`src/rtl/assert_macros.svh`:
```
// Assertion macros shared by the RTL. Each expects clk in scope; SPFE_ASSERT also expects rst_n.
`ifndef ASSERT_MACROS_SVH
`define ASSERT_MACROS_SVH
`ifndef ASSERT_OFF
`define SPFE_ASSERT(lbl, prop, msg) \
    lbl: assert property (@(posedge clk) disable iff (!rst_n) prop) else $error(msg);
`define SPFE_ASSERT_ALWAYS(lbl, prop, msg) \
    lbl: assert property (@(posedge clk) prop) else $error(msg);
`else
`define SPFE_ASSERT(lbl, prop, msg)
`define SPFE_ASSERT_ALWAYS(lbl, prop, msg)
`endif
`endif

```
`src/rtl/spfe_pkg.sv`:
```
package spfe_pkg;

    // Input item
    typedef struct packed {
        logic [7:0] data_byte;
        logic       end_of_stream;
    } in_item_t;

    // Result item
    typedef struct packed {
        logic [1:0]  result_kind;
        logic [31:0] match_position;
        logic [31:0] frame_number;
        logic [63:0] field_value;
        logic        last_result;
    } result_t;

    // Result kinds
    localparam logic [1:0] KIND_FIELD = 2'd0;
    localparam logic [1:0] KIND_RANGE = 2'd1;
    localparam logic [1:0] KIND_DONE  = 2'd2;
    localparam logic [1:0] KIND_OVER  = 2'd3;

    // Register indexes
    localparam logic [2:0] REG_PATTERN  = 3'd0;
    localparam logic [2:0] REG_PLEN     = 3'd1;
    localparam logic [2:0] REG_DISTANCE = 3'd2;
    localparam logic [2:0] REG_FLEN     = 3'd3;
    localparam logic [2:0] REG_BEFORE   = 3'd4;
    localparam logic [2:0] REG_BIG      = 3'd5;

    // Register reset values (default pattern A5 BE)
    localparam logic [63:0] RST_PATTERN  = 64'h0000_0000_0000_A5BE;
    localparam logic [3:0]  RST_PLEN     = 4'd2;
    localparam logic [7:0]  RST_DISTANCE = 8'd5;
    localparam logic [3:0]  RST_FLEN     = 4'd2;

    // Configuration as seen by the classifier
    typedef struct packed {
        logic [3:0] plen;
        logic [3:0] flen;
        logic [7:0] distance;
        logic       field_before;
    } cfg_t;

    // Classification of a match against the current byte
    typedef enum logic [1:0] {
        CLS_FIELD = 2'd0,
        CLS_RANGE = 2'd1,
        CLS_WAIT  = 2'd2
    } cls_t;

endpackage

```
`src/rtl/spfe_classify.sv`:
```
module spfe_classify #(
    parameter int HISTORY_DEPTH = 512
) (
    input  logic [31:0]                  pos,
    input  logic [31:0]                  cur,
    input  spfe_pkg::cfg_t               cfg,
    output spfe_pkg::cls_t               code,
    output logic [$clog2(HISTORY_DEPTH)-1:0] diff
);
    import spfe_pkg::*;

    localparam int HAW = $clog2(HISTORY_DEPTH);

    logic [33:0] start;
    logic [33:0] last_byte;
    logic [33:0] age;
    logic        before_zero;

    // Field start, its last byte and its age against the current byte
    always_comb
    begin
        before_zero = cfg.field_before && (pos < {24'd0, cfg.distance});
        if (cfg.field_before)
        begin
            start = {2'b00, pos} - {26'd0, cfg.distance};
        end
        else
        begin
            start = {2'b00, pos} + {30'd0, cfg.plen} + {26'd0, cfg.distance};
        end
        last_byte = start + {30'd0, cfg.flen} - 34'd1;
        age       = {2'b00, cur} - start;
        diff      = age[HAW-1:0];
        if (before_zero)
        begin
            code = CLS_RANGE;
        end
        else if (last_byte > {2'b00, cur})
        begin
            code = CLS_WAIT;
        end
        else if (age >= 34'(HISTORY_DEPTH))
        begin
            code = CLS_RANGE;
        end
        else
        begin
            code = CLS_FIELD;
        end
    end

endmodule

```
`config.mk`:
```
export PLATFORM = sky130hd
export DESIGN_NAME = spfe_classify
export DESIGN_NICKNAME = d
export VERILOG_FILES = /design/src/rtl/assert_macros.svh /design/src/rtl/spfe_pkg.sv /design/src/rtl/spfe_classify.sv
export SDC_FILE = /design/constraint.sdc
export NUM_CORES = 1
export LEC_CHECK = 0
export BUFFER_PORTS_ARGS = -buffer_cell sky130_fd_sc_hd__buf_2
export CORE_MARGIN = 2
export CORE_UTILIZATION = 42
export DETAILED_ROUTE_END_ITERATION = 10
export SLEW_MARGIN = 15
export SYNTH_ARGS = -nofsm -noshare
export SYNTH_HDL_FRONTEND = slang
export SYNTH_SLANG_ARGS = --single-unit
```
`constraint.sdc`:
```
create_clock -name vclk -period 6.6
set_input_delay 0.66 -clock vclk [all_inputs]
set_output_delay 0.66 -clock vclk [all_outputs]
set_load 0.1 [all_outputs]
```
==> metrics, run 1 <==
status complete, but fails checks; failing checks negative setup slack; full die area 17,000 sq um; fin worst setup slack -0.953 ns; Post-DRT Antenna Nets 0; Layout Utilization 64.4%; setup slack at placement -1.03 ns; Starting Density 42.6%; vias per cell 5.39; Clock buffer cells 0; fin nets 1,558; vias in the first global route roughly 8,100; Synth Net Count 1,153; actual slew at the worst max-slew pin slightly below 0.7 ns; startpoint types primary input; Area Overhead vs Synth 51.1%; Synth top cells by count 114 x ha_1, 107 x inv_1, 87 x a21oi_1; post-synthesis sequential area ratio 0%; final hold vios 0; CP Capture Point code[0]; critical path's slowest cell fa_1; Yosys Warn Count 0; Pins Over Slew Limit 0; Initial DRC Count around 560; Max FO, Critical Path 5; GRT Residual Overflow 0; Avg Cell Area, Syn 7.07 sq um; FF+latch count 0; max cap viols 0; core footprint 15,800 sq um; die height 130 microns; # IOs 92; DRT Pass-1 Iters 5; CP Buf/Inv Count 5; Reg area 0 sq um; DRC Markers 0; overall power ~0.0018 W; global-route usage over all layers 28.9%; worst path arrival time between 6 and 7 ns; Setup violations, final 2; part of the cycle the worst path needs 114%; Hold WC Path Type in2out; Mapped Cells 950; via count 8,450; Die Span X about 130 microns; Leak Pwr 5.25 nW; cell type with the largest total area after synthesis ha_1; initial antenna violation count 0; Crit path depth 26; most frequent cell after synthesis ha_1; share of cells above drive strength 1 37.4%; CTS hold repair buffers 0; gpl congestion roughly 0.96; dpl hpwl 21,900 microns; post-synth top area share 21.2%; largest net degree at the start of global routing 16; largest cells by area after synthesis ha_1 21%, xnor2_1 8.0%, a21oi_1 6.5%; Max Fclk 0.132 GHz; first-pass GRT wire length 39,400 microns; Cells after DPL 1,559; CP dominant cell by count nand4_1; Non-Filler Instances 1,569; crit path launch pos[3]; critical path type in2out; Cell Area, Synth 6720 sq um; Avg WL per Cell 15.8 microns; buffers added on ports 92; fin crit period 7.55 ns; antenna cells 0; WL final ~25,000 microns; Max-slew headroom 53.3%; CP peak stage delay approximately 0.52 ns; CP endpoint kind output pin; RSZ-0062 raised after global routing yes; Site Rows 46; Pwr Density 178 nW/um^2; crit-path leading delay family compound AO/OA/AOI/OAI gates; Synth cell types 86; Worst VDD drop about 320 uV; Required @ worst endpoint 5.94 ns
report_power, final:
| part | internal (W) | switching, W | leakage [nW] | total (W) |
|---|---|---|---|---|
| Combinational | 0.000811 | 0.00100 | 5.25 | 0.00181 |
| Clock | 0 | 0 | 0 | 0 |
| Sequential | 0 | 0 | 0 | 0 |
stage by stage:
stage	hold slack, ns	TNS [ns]	area, sq um
after detailed placement	1.92	-2.03	9940
final	1.91	-1.85	10200
after CTS	1.92	-1.76	10100
after floorplan	1.74	-0.779	6850
after global placement	1.90	-2.08	9940
after global routing	1.95	-2.58	10200
kinds of logic (layout without fill, tap and decap cells):
kind of cell	Yosys count	in the layout	share of synthesized area, %
compound gates	299	299	31.1
xor+xnor	89	89	13.1
fa+ha+maj	123	123	23.8
buf+inv	129	532	7.34
mux	13	13	2.03
simple gates	297	297	22.6
cell type report:
cell class,count,area (sq um)
Fill cell,1550,5620
Inverter,109,415
Multi-Input combinational cell,821,6480
Tap cell,216,270
Timing Repair Buffer,423,2990
worst min-delay path by stage:
| stage | endpoint | startpoint | slack [ns] | cells past startpoint |
|---|---|---|---|---|
| floorplan | code[0] | pos[30] | 1.74 | 4 |
| global route | diff[0] | cur[0] | 1.95 | 5 |
| CTS | diff[0] | cur[0] | 1.92 | 5 |
| finish | diff[0] | cur[0] | 1.91 | 5 |
| detailed placement | diff[0] | cur[0] | 1.92 | 5 |
| global placement | diff[0] | cur[0] | 1.90 | 5 |
metal layers:
metal	share of wire (%)	routed length, microns	track usage (%)	vias up
met5	0	0	0	-
li1	-	-	-	4286
met3	6.3	1570	1.91	40
met4	2.3	559	6.45	0
met1	47	11600	40.2	3834
met2	45	11100	49.4	290
layout by cell type (no fill, tap or decap), types with 4 or more instances in the layout:
cell      count
a21oi_2       9
a221oi_1      7
nor2_2        4
buf_4       331
o211ai_1      8
inv_1       106
nand2b_1     10
nand3_1      25
or3_1         6
a31oi_1       8
xor2_1       20
fa_2          4
o21ai_2       6
fa_1          4
nand4_1      22
and3_1        9
nor2_1       70
ha_1        111
buf_2        88
nor3_1       20
a211o_1       4
nor4_1        9
and2_1       10
a21o_1       45
mux2_2        5
o21bai_1     12
o21ai_1       8
xnor3_1       5
a211oi_1     10
o21a_1       15
nand2_1      61
xnor2_1      61
nor3_2        5
o21ai_0      24
nor2b_1      12
a21oi_1      79
mux2i_1       7
a211oi_4      4
o211a_1       4
tightest hold or removal path: cells and delay by family:
kind	cells	cell delay [ns]
buffers and inverters	4	0.47
adders and majority gates	1	0.13
what timing repair did:
| action | in CTS | in global routing |
|---|---|---|
| buffers inserted | 7 | 3 |
| hold endpoints to repair | 0 | 0 |
| gates resized for setup | 17 | 15 |
| gates cloned | 0 | 0 |
| pin swaps | 19 | 20 |
| endpoints found under the setup margin | 2 | 2 |
Note: power is estimated with default switching activity, not from simulation.
==> run 2: changes to the inputs <==
clock period = 6.4 ns   (was 6.6 ns; I/O delays follow)
==> run 2 against run 1 <==
Net effect:
- the run still ends with negative setup slack left
- die area is the same
- flip-flop and latch count did not move
- critical path depth up 7
- sequential share of layout area did not move
- cell area is 0.57% higher
- total power rose by 3.3%
- first-iteration DRC count is 6.6% lower
- critical path type unchanged
- critical endpoint unchanged
==> metrics, run 2 (synthesis gave the netlist of run 1 again) <==
sw power 0.00103 W; Initial DRC Count between 500 and 600; initial antenna violation count 1; Required @ worst endpoint 5.76 ns; vias per cell around 5.4; crit-path leading delay family compound AO/OA/AOI/OAI gates; fin crit period around 7.6 ns; Clock power frac 0%; actual slew at the worst max-slew pin approximately 0.77 ns; Setup violations, final 2; RSZ-0062 raised after global routing yes; hold_ws 1.87 ns; Starting Density between 40% and 50%; CP peak stage delay between 0.4 and 0.5 ns; Avg WL per Cell around 16 microns; Reg area 0 sq um; Die Span X roughly 130 microns; CP Buf/Inv Count 5; Worst VDD drop 334 uV; Non-Filler Instances 1,573; status complete, but fails checks; Hold WC Path Type in2out; largest net degree at the start of global routing 16; Max FO, Critical Path 4; Max Fclk 0.132 GHz; FF+latch count 0; dpl hpwl 22,000 microns; DRT Pass-1 Iters 5; startpoint types primary input; share of cells above drive strength 1 37.9%; worst path arrival time slightly below 7 ns; buffers added on ports 92; Area Overhead vs Synth 52.0%; overall power 0.00187 W; final hold vios 0; core footprint 15,800 sq um; fin nets 1,562; Post-DRT Antenna Nets 0; Seq pwr share 0%; CP dominant cell by count a21o_1; Clock buffer cells 0; die height 130 microns; vias in the first global route 8,027; DRC Markers 0; part of the cycle the worst path needs 118%; global-route usage over all layers between 20% and 30%; GRT Residual Overflow 0; setup slack at placement -1.20 ns; full die area between 15,000 and 20,000 sq um; Pwr Density 183 nW/um^2; critical path's slowest cell fa_1; Leak Pwr 5.27 nW; Site Rows 46; commonest non-fill, non-tap cell in the layout buf_4; max cap viols 0; first-pass GRT wire length roughly 40,000 microns; via count around 8,500; # IOs between 90 and 100; switching share of power 55.3%; fin worst setup slack -1.16 ns; CTS hold repair buffers 0; Final TNS setup -2.29 ns; Max-slew headroom about half; gpl congestion 0.963; CP endpoint kind output pin; Cells after DPL 1,566; critical path type in2out; Int Power 0.000837 W; Pins Over Slew Limit 0; antenna cells 0; WL final 25,000 microns; leading cell types in the layout, fill and taps excluded 335 x buf_4, 109 x ha_1, 106 x inv_1; Comb power frac 100.0%; failing checks negative setup slack
run 2: cell types whose count changed in the layout (fill, tap and decap cells not counted), sizes merged:
cell	delta
buf	+4
run 2: metal layers:
layer	part of all wire [%]	routed length [microns]	vias to the layer above	global-route usage, %
li1	-	-	4306	-
met1	47	11800	3865	40.2
met2	45	11200	284	50.0
met3	6.0	1500	33	2.04
met4	2.0	493	2	4.32
met5	0.060	15	-	0
run 2: tightest hold or removal path, cell delays in order:
cell and delay [ns]:
buf_2 0.11, inv_1 0.05, ha_1 0.12, inv_1 0.03, buf_2 0.28
run 2: area by class of cell:
class	instances	area (sq um)
multi-input cells	821	6500
inverters	109	415
well taps	216	270
repair buffers	427	3020
fillers	1521	5560
run 2: power by group through the flow:
stage | combinational [W] | clock, W | sequential, W
global route | 0.00205 | 0 | 0
finish | 0.00187 | 0 | 0
floorplan | 0.00117 | 0 | 0
CTS | 0.00183 | 0 | 0
detailed placement | 0.00181 | 0 | 0
global placement | 0.00179 | 0 | 0
run 2: what timing repair did:
action	CTS	global route
pin swaps	17	17
setup buffers	3	4
gates resized for setup	14	21
endpoints found under the setup margin	2	2
run 2: final timing paths:
path	startpoint	endpoint	slack, ns	cells past startpoint
setup / recovery	cfg[14]	code[0]	-1.16	33
hold / removal	cur[0]	diff[0]	1.87	5
run 2: per-stage QoR:
step | utilization [%] | instance area, sq um
final | 64.7 | 10200
after global routing | 64.7 | 10200
after CTS | 63.9 | 10100
after detailed placement | 63.3 | 9990
after global placement | 63.3 | 9990
after floorplan | - | 6850
==> run 3: changes to the inputs <==
clock period = 9.8 ns   (was 6.4 ns; I/O delays follow)
==> run 3 against run 2 <==
Net effect:
- the run now ends clean
- cell count decreased by 21%
- cell area decreased by 28%
- sequential share of layout area unchanged
- via count decreased by 16%
- utilization decreased by 18 points
- first-iteration DRC count decreased by 5.7%
- wire length decreased by 17%
==> metrics, run 3 (synthesis gave the netlist of run 1 again) <==
# IOs 92; DRC Markers 0; Clock buffer cells 0; Starting Density 42.6%; max cap viols 0; RSZ-0062 raised after global routing no; setup slack at placement between 0.5 and 0.6 ns; core footprint roughly 16,000 sq um; CP Buf/Inv Count 3; status complete, no violations; startpoint types primary input; Required @ worst endpoint 8.82 ns; Hold WC Path Type in2out; global-route usage over all layers 24.2%; commonest non-fill, non-tap cell in the layout ha_1; Cells after DPL 1,238; Site Rows 46; CTS hold repair buffers 0; dpl hpwl 18,200 microns; Avg WL per Cell 16.7 microns; vias in the first global route 6,755; CP endpoint kind output pin; first-pass GRT wire length ~34,000 microns; Setup violations, final 0; Die Span X 130 microns; FILL cells approximately 1,700; critical path's slowest cell fa_1; worst path arrival time around 8.2 ns; full die area 17,000 sq um; Max-slew headroom 46.0%; Area Overhead vs Synth 9.74%; largest net degree at the start of global routing 27; GRT Residual Overflow 0; fin worst setup slack 0.605 ns; Non-Filler Instances 1,239; Pwr Density 127 nW/um^2; Max Fclk 0.109 GHz; part of the cycle the worst path needs 93.8%; Worst VDD drop between 150 and 200 uV; # Post-CTS Setup Buffers 0; Post-DRT Antenna Nets 0; Leak Pwr 3.60 nW; DRT Pass-1 Iters 5; critical path type in2out; CP peak stage delay 0.55 ns; WL final ~21,000 microns; Initial DRC Count around 500; Multi-input gate area approximately 6200 sq um; fin nets around 1,200; via count 7,095; leading cell types in the layout, fill and taps excluded 114 x ha_1, 107 x inv_1, 91 x buf_2; die height 130 microns; Reg area 0 sq um; share of cells above drive strength 1 12.5%; initial antenna violation count 1; vias per cell 5.73; final hold vios 0; actual slew at the worst max-slew pin 0.803 ns; Max FO, Critical Path 7; FF+latch count 0; buffers added on ports 92; gpl congestion about 0.94; crit-path leading delay family simple AND/OR/NAND/NOR gates; Pins Over Slew Limit 0; Final TNS setup 0 ns; fin crit period 9.20 ns
[run 3: repair_timing]
action / in CTS / in global routing
resized for setup: 0 / 1
setup endpoints to repair: 0 / 1
endpoints found under the hold margin: 0 / 0
[run 3: layout make-up]
class,count,share of cell area (%)
inverter,109,5.58
multi-input combinational,821,84.4
antenna,1,0.0340
tap,216,3.67
timing repair buffer,92,6.28
[run 3: worst paths after layout]
check / from / endpoint / slack, ns / depth (start not counted)
hold / removal: cur[0] / diff[0] / 2.55 / 5
setup / recovery: pos[1] / code[0] / 0.60 / 31
[run 3: per-layer routing]
layer / share of wire [%] / up-vias / GRT usage, %
met1: 48 / 3188 / 34.3
met3: 5.6 / 33 / 1.51
met5: 0 / - / 0
li1: - / 3634 / -
met4: 2.7 / 0 / 5.88
met2: 44 / 240 / 40.5
[run 3: power breakdown]
group / total (W) / internal, W / switching, W
clock: 0.0000000000137 / 0.0000000000136 / 0
sequential: 0 / 0 / 0
combinational: 0.000938 / 0.000339 / 0.000599
[run 3: metrics by stage]
step	util (%)	hold slack (ns)	total power, W	instance area (sq um)
global placement	46.7	2.55	0.000930	7370
detailed placement	46.7	2.55	0.000930	7370
global route	46.7	2.61	0.00104	7370
finish	46.7	2.55	0.000938	7370
CTS	46.7	2.55	0.000935	7370
floorplan	-	2.46	0.000750	6720
